<file path="config.mk">
export PLATFORM = sky130hd
export DESIGN_NAME = keypad_debounce_event_scanner_core
export DESIGN_NICKNAME = d
export VERILOG_FILES = /design/src/rtl/core/kdes_pkg.sv /design/src/rtl/core/kdes_code_regs.sv /design/src/rtl/core/kdes_key_mem.sv /design/src/rtl/core/kdes_scan_ctrl.sv /design/src/rtl/core/keypad_debounce_event_scanner_core.sv
export SDC_FILE = /design/constraint.sdc
export NUM_CORES = 1
export LEC_CHECK = 0
export BUFFER_PORTS_ARGS = -buffer_cell sky130_fd_sc_hd__buf_4
export CAP_MARGIN = 25
export CORE_AREA = 2 2 355 181
export CTS_CLUSTER_DIAMETER = 30
export CTS_CLUSTER_SIZE = 20
export DETAILED_ROUTE_END_ITERATION = 8
export DIE_AREA = 0 0 357 183
export PLACE_DENSITY_LB_ADDON = 0.3
export SETUP_SLACK_MARGIN = 0.15
export SKIP_LAST_GASP = 1
export SLEW_MARGIN = 20
export SYNTH_ARGS = -nofsm -noshare
export SYNTH_HDL_FRONTEND = slang
export SYNTH_SLANG_ARGS = --single-unit
</file>
<file path="constraint.sdc">
create_clock -name clk -period 7.4 [get_ports clk]
set_input_delay 0.37 -clock clk [delete_from_list [all_inputs] [get_ports clk]]
set_output_delay 0.37 -clock clk [all_outputs]
set_load 0.005 [all_outputs]
</file>
<file path="src/rtl/core/kdes_pkg.sv">
// Shared types and constants of the keypad debounce event scanner.
package kdes_pkg;

  localparam int KEY_W        = 7;
  localparam int FIRST_W      = 6;
  localparam int SIZE_W       = 5;
  localparam int LINE_BITS    = 16;
  localparam int CODE_W       = 8;
  localparam int CNT_W        = 2;
  localparam int CODE_REGS    = 5;
  localparam int CFG_AW       = 6;
  localparam int CFG_DW       = 64;
  localparam int REG_IDX_W    = 3;
  localparam int NARROW_W     = 32;

  localparam logic [REG_IDX_W-1:0] REG_NARROW   = 3'd4;
  localparam logic [CNT_W-1:0]     PRESS_THRESH = 2'd2;
  localparam logic                 KIND_PRESS   = 1'b0;
  localparam logic                 KIND_RELEASE = 1'b1;

  typedef enum logic [1:0] {
    ST_IDLE,
    ST_RUN,
    ST_FLUSH
  } scan_state_t;

  typedef struct packed {
    logic             flag;
    logic [CNT_W-1:0] cnt;
  } key_state_t;

  typedef struct packed {
    logic             rd_en;
    logic [KEY_W-1:0] rd_key;
    logic             wr_en;
    logic [KEY_W-1:0] wr_key;
    key_state_t       wr_data;
  } key_port_t;

endpackage

</file>
<file path="src/rtl/core/kdes_code_regs.sv">
// APB register file of key report codes with a registered code lookup.
module kdes_code_regs
  import kdes_pkg::*;
(
  input  logic              clk,
  input  logic              rst_n,
  input  logic              psel,
  input  logic              penable,
  input  logic              pwrite,
  input  logic [CFG_AW-1:0] paddr,
  input  logic [CFG_DW-1:0] pwdata,
  output logic [CFG_DW-1:0] prdata,
  output logic              pready,
  input  key_port_t         kp,
  output logic [CODE_W-1:0] code_rdata
);

  logic [CFG_DW-1:0]    codes_r [CODE_REGS];
  logic [CODE_W-1:0]    code_r;
  logic [REG_IDX_W-1:0] reg_idx;
  logic                 wr_hit;
  logic [REG_IDX_W-1:0] lk_reg;
  logic [2:0]           lk_byte;

  assign reg_idx = paddr[CFG_AW-1:CFG_AW-REG_IDX_W];
  assign wr_hit  = psel & penable & pwrite & pready;
  assign pready  = 1'b1;
  assign lk_reg  = kp.rd_key[REG_IDX_W+2:3];
  assign lk_byte = kp.rd_key[2:0];

  always_comb begin
    prdata = '0;
    if (reg_idx < REG_IDX_W'(CODE_REGS)) begin
      prdata = codes_r[reg_idx];
    end
  end

  always_ff @(posedge clk) begin
    if (!rst_n) begin
      for (int i = 0; i < CODE_REGS; i++) begin
        codes_r[i] <= '0;
      end
    end else if (wr_hit && reg_idx < REG_IDX_W'(CODE_REGS)) begin
      if (reg_idx == REG_NARROW) begin
        codes_r[reg_idx] <= {{(CFG_DW-NARROW_W){1'b0}}, pwdata[NARROW_W-1:0]};
      end else begin
        codes_r[reg_idx] <= pwdata;
      end
    end
  end

  always_ff @(posedge clk) begin
    if (kp.rd_en) begin
      code_r <= codes_r[lk_reg][{lk_byte, 3'b000} +: CODE_W];
    end
  end

  assign code_rdata = code_r;

endmodule

</file>
<file path="src/rtl/core/kdes_key_mem.sv">
// Per-key debounce state memory with reset-cleared valid bits.
module kdes_key_mem
  import kdes_pkg::*;
#(
  parameter int DEPTH = 33,
  parameter int AW    = 6
) (
  input  logic       clk,
  input  logic       rst_n,
  input  key_port_t  kp,
  output key_state_t rdata
);

  key_state_t mem_r   [DEPTH];
  logic       valid_r [DEPTH];
  key_state_t rdata_r;
  logic [AW-1:0] raddr;
  logic [AW-1:0] waddr;

  assign raddr = kp.rd_key[AW-1:0];
  assign waddr = kp.wr_key[AW-1:0];

  always_ff @(posedge clk) begin
    if (kp.wr_en) begin
      mem_r[waddr] <= kp.wr_data;
    end
  end

  always_ff @(posedge clk) begin
    if (!rst_n) begin
      for (int i = 0; i < DEPTH; i++) begin
        valid_r[i] <= 1'b0;
      end
    end else if (kp.wr_en) begin
      valid_r[waddr] <= 1'b1;
    end
  end

  always_ff @(posedge clk) begin
    if (kp.rd_en) begin
      rdata_r <= valid_r[raddr] ? mem_r[raddr] : '0;
    end
  end

  assign rdata = rdata_r;

endmodule

</file>
<file path="src/rtl/core/kdes_scan_ctrl.sv">
// Scan sequencer: shifts the line word one key a cycle unless stalled, and builds events.
module kdes_scan_ctrl
  import kdes_pkg::*;
#(
  parameter int NUM_KEYS    = 33,
  parameter int GROUP_WIDTH = 16
) (
  input  logic                 clk,
  input  logic                 rst_n,
  input  logic                 in_valid,
  output logic                 in_ready,
  input  logic [FIRST_W-1:0]   in_first_key,
  input  logic [SIZE_W-1:0]    in_group_size,
  input  logic [LINE_BITS-1:0] in_line_levels,
  output logic                 out_valid,
  input  logic                 out_ready,
  output logic                 out_event_kind,
  output logic [CODE_W-1:0]    out_key_code,
  output logic                 out_last_event,
  output key_port_t            kp,
  input  key_state_t           st_rdata,
  input  logic [CODE_W-1:0]    code_rdata
);

  localparam int GW_CAP = (GROUP_WIDTH < LINE_BITS) ? GROUP_WIDTH : LINE_BITS;

  scan_state_t          state_r, state_nxt;
  logic [KEY_W-1:0]     key_r, key_nxt;
  logic [LINE_BITS-1:0] lines_r, lines_nxt;
  logic [SIZE_W-1:0]    n_r, n_nxt;
  logic [SIZE_W-1:0]    idx_r, idx_nxt;
  logic                 s1_vld_r, s1_vld_nxt;
  logic                 s1_low_r, s1_low_nxt;
  logic                 s1_inr_r, s1_inr_nxt;
  logic [KEY_W-1:0]     s1_key_r, s1_key_nxt;
  logic                 pend_vld_r, pend_vld_nxt;
  logic                 pend_kind_r, pend_kind_nxt;
  logic [CODE_W-1:0]    pend_code_r, pend_code_nxt;
  logic                 out_vld_r, out_vld_nxt;
  logic                 out_kind_r, out_kind_nxt;
  logic [CODE_W-1:0]    out_code_r, out_code_nxt;
  logic                 out_last_r, out_last_nxt;

  key_state_t new_st;
  logic       ev_vld;
  logic       ev_kind;
  logic       ofree;
  logic       stall;

  always_comb begin
    new_st  = st_rdata;
    ev_vld  = 1'b0;
    ev_kind = KIND_PRESS;
    if (s1_vld_r && s1_inr_r) begin
      if (s1_low_r && !st_rdata.flag) begin
        new_st.cnt = CNT_W'(st_rdata.cnt + 1'b1);
        if (new_st.cnt == PRESS_THRESH) begin
          new_st.flag = 1'b1;
          ev_vld      = 1'b1;
          ev_kind     = KIND_PRESS;
        end
      end else if (!s1_low_r && st_rdata.flag) begin
        new_st  = '0;
        ev_vld  = 1'b1;
        ev_kind = KIND_RELEASE;
      end
    end
  end

  assign ofree = !out_vld_r || out_ready;
  assign stall = ev_vld && pend_vld_r && !ofree;

  always_comb begin
    state_nxt     = state_r;
    key_nxt       = key_r;
    lines_nxt     = lines_r;
    n_nxt         = n_r;
    idx_nxt       = idx_r;
    s1_vld_nxt    = s1_vld_r;
    s1_low_nxt    = s1_low_r;
    s1_inr_nxt    = s1_inr_r;
    s1_key_nxt    = s1_key_r;
    pend_vld_nxt  = pend_vld_r;
    pend_kind_nxt = pend_kind_r;
    pend_code_nxt = pend_code_r;
    out_vld_nxt   = out_vld_r && !out_ready;
    out_kind_nxt  = out_kind_r;
    out_code_nxt  = out_code_r;
    out_last_nxt  = out_last_r;
    in_ready      = 1'b0;
    kp            = '0;
    kp.rd_key     = key_r;
    kp.wr_key     = s1_key_r;
    kp.wr_data    = new_st;

    case (state_r)
      ST_IDLE: begin
        in_ready = 1'b1;
        if (in_valid) begin
          key_nxt   = {1'b0, in_first_key};
          lines_nxt = in_line_levels;
          n_nxt     = (in_group_size > SIZE_W'(GW_CAP)) ? SIZE_W'(GW_CAP) : in_group_size;
          idx_nxt   = '0;
          state_nxt = ST_RUN;
        end
      end
      ST_RUN: begin
        if (!stall) begin
          s1_vld_nxt = 1'b0;
          if (idx_r < n_r) begin
            s1_vld_nxt = 1'b1;
            s1_low_nxt = !lines_r[0];
            s1_inr_nxt = key_r < KEY_W'(NUM_KEYS);
            s1_key_nxt = key_r;
            kp.rd_en   = key_r < KEY_W'(NUM_KEYS);
            key_nxt    = key_r + 1'b1;
            idx_nxt    = idx_r + 1'b1;
            lines_nxt  = lines_r >> 1;
          end
          if (s1_vld_r) begin
            kp.wr_en = s1_inr_r;
            if (ev_vld) begin
              if (pend_vld_r) begin
                out_vld_nxt  = 1'b1;
                out_kind_nxt = pend_kind_r;
                out_code_nxt = pend_code_r;
                out_last_nxt = 1'b0;
              end
              pend_vld_nxt  = 1'b1;
              pend_kind_nxt = ev_kind;
              pend_code_nxt = code_rdata;
            end
          end
        end
        if (idx_r == n_r && !s1_vld_r) begin
          state_nxt = ST_FLUSH;
        end
      end
      ST_FLUSH: begin
        if (!pend_vld_r) begin
          state_nxt = ST_IDLE;
        end else if (ofree) begin
          out_vld_nxt  = 1'b1;
          out_kind_nxt = pend_kind_r;
          out_code_nxt = pend_code_r;
          out_last_nxt = 1'b1;
          pend_vld_nxt = 1'b0;
          state_nxt    = ST_IDLE;
        end
      end
      default: begin
        state_nxt = ST_IDLE;
      end
    endcase
  end

  always_ff @(posedge clk) begin
    if (!rst_n) begin
      state_r    <= ST_IDLE;
      s1_vld_r   <= 1'b0;
      pend_vld_r <= 1'b0;
      out_vld_r  <= 1'b0;
      idx_r      <= '0;
      n_r        <= '0;
    end else begin
      state_r    <= state_nxt;
      s1_vld_r   <= s1_vld_nxt;
      pend_vld_r <= pend_vld_nxt;
      out_vld_r  <= out_vld_nxt;
      idx_r      <= idx_nxt;
      n_r        <= n_nxt;
    end
  end

  always_ff @(posedge clk) begin
    key_r       <= key_nxt;
    lines_r     <= lines_nxt;
    s1_low_r    <= s1_low_nxt;
    s1_inr_r    <= s1_inr_nxt;
    s1_key_r    <= s1_key_nxt;
    pend_kind_r <= pend_kind_nxt;
    pend_code_r <= pend_code_nxt;
    out_kind_r  <= out_kind_nxt;
    out_code_r  <= out_code_nxt;
    out_last_r  <= out_last_nxt;
  end

  assign out_valid      = out_vld_r;
  assign out_event_kind = out_kind_r;
  assign out_key_code   = out_code_r;
  assign out_last_event = out_last_r;

endmodule

</file>
<file path="src/rtl/core/keypad_debounce_event_scanner_core.sv">
// Keypad debounce event scanner, top level.
//
// Input channel (in_valid/in_ready): one word is one scan of a key group:
// first key number, group size and the active-low line levels.
// Result channel (out_valid/out_ready): one word per press or release
// event, with the key's report code; last_event marks the scan's final one.
// APB port: five code registers at byte addresses 0, 8, 16, 24 and 32.
// Flow: a scan of n keys walks the line word one key per cycle, unless
// stalled, through the key state memory read port; the next scan is
// accepted only once this one has flushed and the scanner is idle again.
// An event is held until the next event of the scan appears, or until the
// scan ends, so that the last one can be marked.
// Reset: all keys released with cleared counters, all codes zero; no
// clearing pass is needed.
// Receiver stall: the output register and one held event absorb it; the
// scan then pauses on the next event until the output register frees.
module keypad_debounce_event_scanner_core
  import kdes_pkg::*;
#(
  parameter int NUM_KEYS    = 33,
  parameter int GROUP_WIDTH = 16
) (
  input  logic                 clk,
  input  logic                 rst_n,
  input  logic                 in_valid,
  output logic                 in_ready,
  input  logic [FIRST_W-1:0]   in_first_key,
  input  logic [SIZE_W-1:0]    in_group_size,
  input  logic [LINE_BITS-1:0] in_line_levels,
  output logic                 out_valid,
  input  logic                 out_ready,
  output logic                 out_event_kind,
  output logic [CODE_W-1:0]    out_key_code,
  output logic                 out_last_event,
  input  logic                 psel,
  input  logic                 penable,
  input  logic                 pwrite,
  input  logic [CFG_AW-1:0]    paddr,
  input  logic [CFG_DW-1:0]    pwdata,
  output logic [CFG_DW-1:0]    prdata,
  output logic                 pready
);

  localparam int KEY_AW = (NUM_KEYS > 1) ? $clog2(NUM_KEYS) : 1;

  key_port_t         kp;
  key_state_t        st_rdata;
  logic [CODE_W-1:0] code_rdata;

  kdes_scan_ctrl #(
    .NUM_KEYS    (NUM_KEYS),
    .GROUP_WIDTH (GROUP_WIDTH)
  ) u_ctrl (
    .clk            (clk),
    .rst_n          (rst_n),
    .in_valid       (in_valid),
    .in_ready       (in_ready),
    .in_first_key   (in_first_key),
    .in_group_size  (in_group_size),
    .in_line_levels (in_line_levels),
    .out_valid      (out_valid),
    .out_ready      (out_ready),
    .out_event_kind (out_event_kind),
    .out_key_code   (out_key_code),
    .out_last_event (out_last_event),
    .kp             (kp),
    .st_rdata       (st_rdata),
    .code_rdata     (code_rdata)
  );

  kdes_key_mem #(
    .DEPTH (NUM_KEYS),
    .AW    (KEY_AW)
  ) u_mem (
    .clk   (clk),
    .rst_n (rst_n),
    .kp    (kp),
    .rdata (st_rdata)
  );

  kdes_code_regs u_regs (
    .clk        (clk),
    .rst_n      (rst_n),
    .psel       (psel),
    .penable    (penable),
    .pwrite     (pwrite),
    .paddr      (paddr),
    .pwdata     (pwdata),
    .prdata     (prdata),
    .pready     (pready),
    .kp         (kp),
    .code_rdata (code_rdata)
  );

endmodule

</file>
==> results.py <==
metrics = {
    "run_status": {
        "status": "finished clean",
    },
    "detailed_routing": {
        "drc": 0,
        "ant_nets": 0,
        "dr_total_vias": 21276,
        "routed_via_density": 6.02,
        "drtPass1Iterations": 6,
        "first_iter_violations": 2839,
        "wl_per_cell_um": 25.1,
        "wl_um": 88700,
    },
    "cts": {
        "cts_tree": "done",
        "post_cts.repair.setup_buffers": 0,
        "numCtsBuffers": 97,
        "cts.sinks": 757,
        "ctsResizeCount": 0,
        "clk_pin_slew_ps": 60,
        "clockRootBuffer": "clkbuf_16",
        "clk_path_buf_depth": 3,
        "worst_skew_pair.late_latency_ps": 640,
        "ctsHtreeMaxLevel": 3,
    },
    "timing": {
        "fin_ws_ps": 3820,
        "slew_violations": 0,
        "timing.slew.headroom_pct": 27.3,
        "setup-tns-final_ps": 0,
        "period_share_pct": 48.4,
        "fin_skew_ps": 26.5,
        "tightest_slew_ps": 1090,
        "finalCriticalPeriod_ps": 3580,
        "whs_ps": 29.5,
        "setup_viol": 0,
        "fmax_mhz": 279,
        "rsz0062_at_grt": "false",
        "hold_viol_final": 0,
    },
    "power_and_ir_drop": {
        "p_total_mw": 13.8,
        "p_leak_nw": 15.4,
        "power.density_mw_per_mm2": 339,
        "vdd_drop_max_v": 0.000205,
    },
    "min_path": {
        "hp-class": "input pin to flip-flop",
        "holdCritStartpoint": "in_line_levels[14]",
    },
    "logic_synthesis": {
        "yosysTopAreaCellShare_pct": 59.3,
        "ys_seq_elements": 757,
        "synth_warnings": 0,
        "synth_edf_count": 672,
        "synthTopCellsByArea": "edfxtp_1 (59%), mux4_2 (14%), dfxtp_1 (5.0%), nor2_1 (2.1%), and3_1 (1.8%)",
        "syn-instance-count": 2197,
        "yosysSeqAreaShare_pct": 64.3,
        "mappedNetlistArea_mm2": 0.0340,
        "synth_top_flop_cell": "edfxtp_1",
        "yosys.area.top_type": "edfxtp_1",
        "synth.distinct_cells": 64,
        "postSynthAreaPerCell_um2": 15.5,
        "async_flop_share_pct": 0,
    },
    "layout": {
        "syn_to_final_growth_pct": 20.0,
        "layout_commonest_cell": "edfxtp_1",
        "seqCellArea_mm2": 0.0219,
        "drive_gt1_share_pct": 24.7,
        "most-common-layout-cells": "edfxtp_1 (672), conb_1 (225), buf_4 (207)",
        "fillers": 4379,
        "fin_cells": 3532,
        "fin_nets": 2727,
        "multi_input_area_mm2": 0.0119,
    },
    "setup_path": {
        "cpLargestDelayFamily": "multiplexers",
        "cp_slowest_stage_delay_ps": 880,
        "critPathArrivalTime_ps": 3970,
        "cp.required_ps": 7780,
        "cpMaxStageDelayCell": "dfxtp_4",
        "cp-end-kind": "flip-flop",
        "worstPathMaxFanout": 34,
        "startpoint_type": "flip-flop",
        "crit_chain": "buf_4 -> mux4_2 -> mux2i_1 -> a21oi_1 -> o21ai_0 -> o2bb2ai_1",
        "worst-setup-path-type": "flip-flop to flip-flop",
        "critPathBufInv": 1,
    },
    "global_routing": {
        "antenna_found_initial": 3,
        "grt_max_degree": 98,
        "grt_pass1_wl_um": 132000,
        "overflow": 0,
        "grt_pass1_vias": 21527,
        "track_usage_pct": 27.5,
    },
    "die": {
        "dieArea_mm2": 0.0653,
        "start_util_pct": 54.6,
        "fp-row-count": 65,
        "die_x_um": 357,
        "coreArea_mm2": 0.0623,
        "die_y_um": 183,
        "io-pin-count": 181,
    },
    "placement": {
        "gp_congestion": 0.829,
        "dpl.cell_count": 3315,
        "pre_cts_ws_ps": 3710,
        "io_buffers": 176,
        "hpwl_um": 55500,
    },
    "job": {
        "maxCapViolCount": 0,
    },
}
==> metrics by stage <==
stage	utilization [%]	instance area (um^2)
2_1_floorplan	-	34800
3_3_place_gp	59.1	36800
3_5_place_dp	59.4	37000
4_1_cts	65.4	40800
5_1_grt	65.5	40800
6_report	65.5	40800
==> report_power, final <==
part | total [mW] | internal, mW | switching, mW
Clock | 4.95 | 3.05 | 1.90
Combinational | 3.45 | 1.61 | 1.84
Sequential | 5.43 | 5.06 | 0.372
==> timing repair <==
item,CTS,global route
hold buffers,33,0
hold endpoints to repair,97,0
setup endpoints to repair,0,0
==> sequential cells by signal, indices dropped and copies added, names as in the netlist, 2 cells and up, named ones only <==
register / cells
u_regs.codes_r: 512
u_mem.mem_r: 99
u_mem.valid_r: 64
u_ctrl.lines_r: 16
u_ctrl.out_key_code: 8
u_ctrl.pend_code_r: 8
u_regs.code_rdata: 8
u_ctrl.key_r: 7
u_ctrl.s1_key_r: 6
u_ctrl.idx_r: 5
u_ctrl.n_r: 5
u_mem.rdata: 3
u_ctrl.state_r: 2
==> final timing paths <==
kind / to / cells past startpoint / slack [ps]
max: u_regs.code_rdata[5] / 6 / 3820
min reg2reg: u_ctrl.out_key_code[0] / 0 / 420
min: u_ctrl.lines_r[14] / 2 / 30
max reg2reg: u_regs.code_rdata[5] / 6 / 3820
==> cell families after synthesis <==
logic type	count (synthesis)	synth area share [%]
flip-flops	757	64.3
AND/OR/NAND/NOR	581	8.48
multiplexers	317	17.8
AO/OA/AOI/OAI	272	5.43
buffers and inverters	252	3.39
adder cells (fa/ha/maj)	11	0.405
XOR/XNOR	5	0.129
other	2	0.0221
==> Yosys cell counts (35+ instances only) <==
master,n
o21a_1,35
and3_1,100
inv_1,94
edfxtp_1,672
mux4_2,205
o21ai_0,77
nand2_1,121
clkbuf_1,92
mux2_2,48
mux2i_1,48
dfxtp_1,85
nor2_1,192
and2_1,76
==> routing by layer <==
metal  track usage, %  vias up  part of all wire [%]
met5                0        -                 0.029
met2             41.1     1210                    45
met1             39.8    10791                    41
li1                 -     9123                     -
met3             8.17      148                    12
met4             7.03        4                   2.1
==> worst reg2reg max path, delay by kind of cell (launching register included) <==
family	cells	cell delay (ps)
flip-flops	1	880
multiplexers	2	1250
buffers and inverters	1	770
AO/OA/AOI/OAI	3	440
==> final cells by class <==
cell class,instances,share of cell area (%)
antenna,2,0.0123
clock buffer,107,6.25
clock inverter,73,2.17
inverter,94,0.865
multi-input combinational,1411,29.2
sequential,757,53.6
tap,837,2.57
timing repair buffer,251,5.26
No activity file was read; power rests on OpenSTA's default activity.
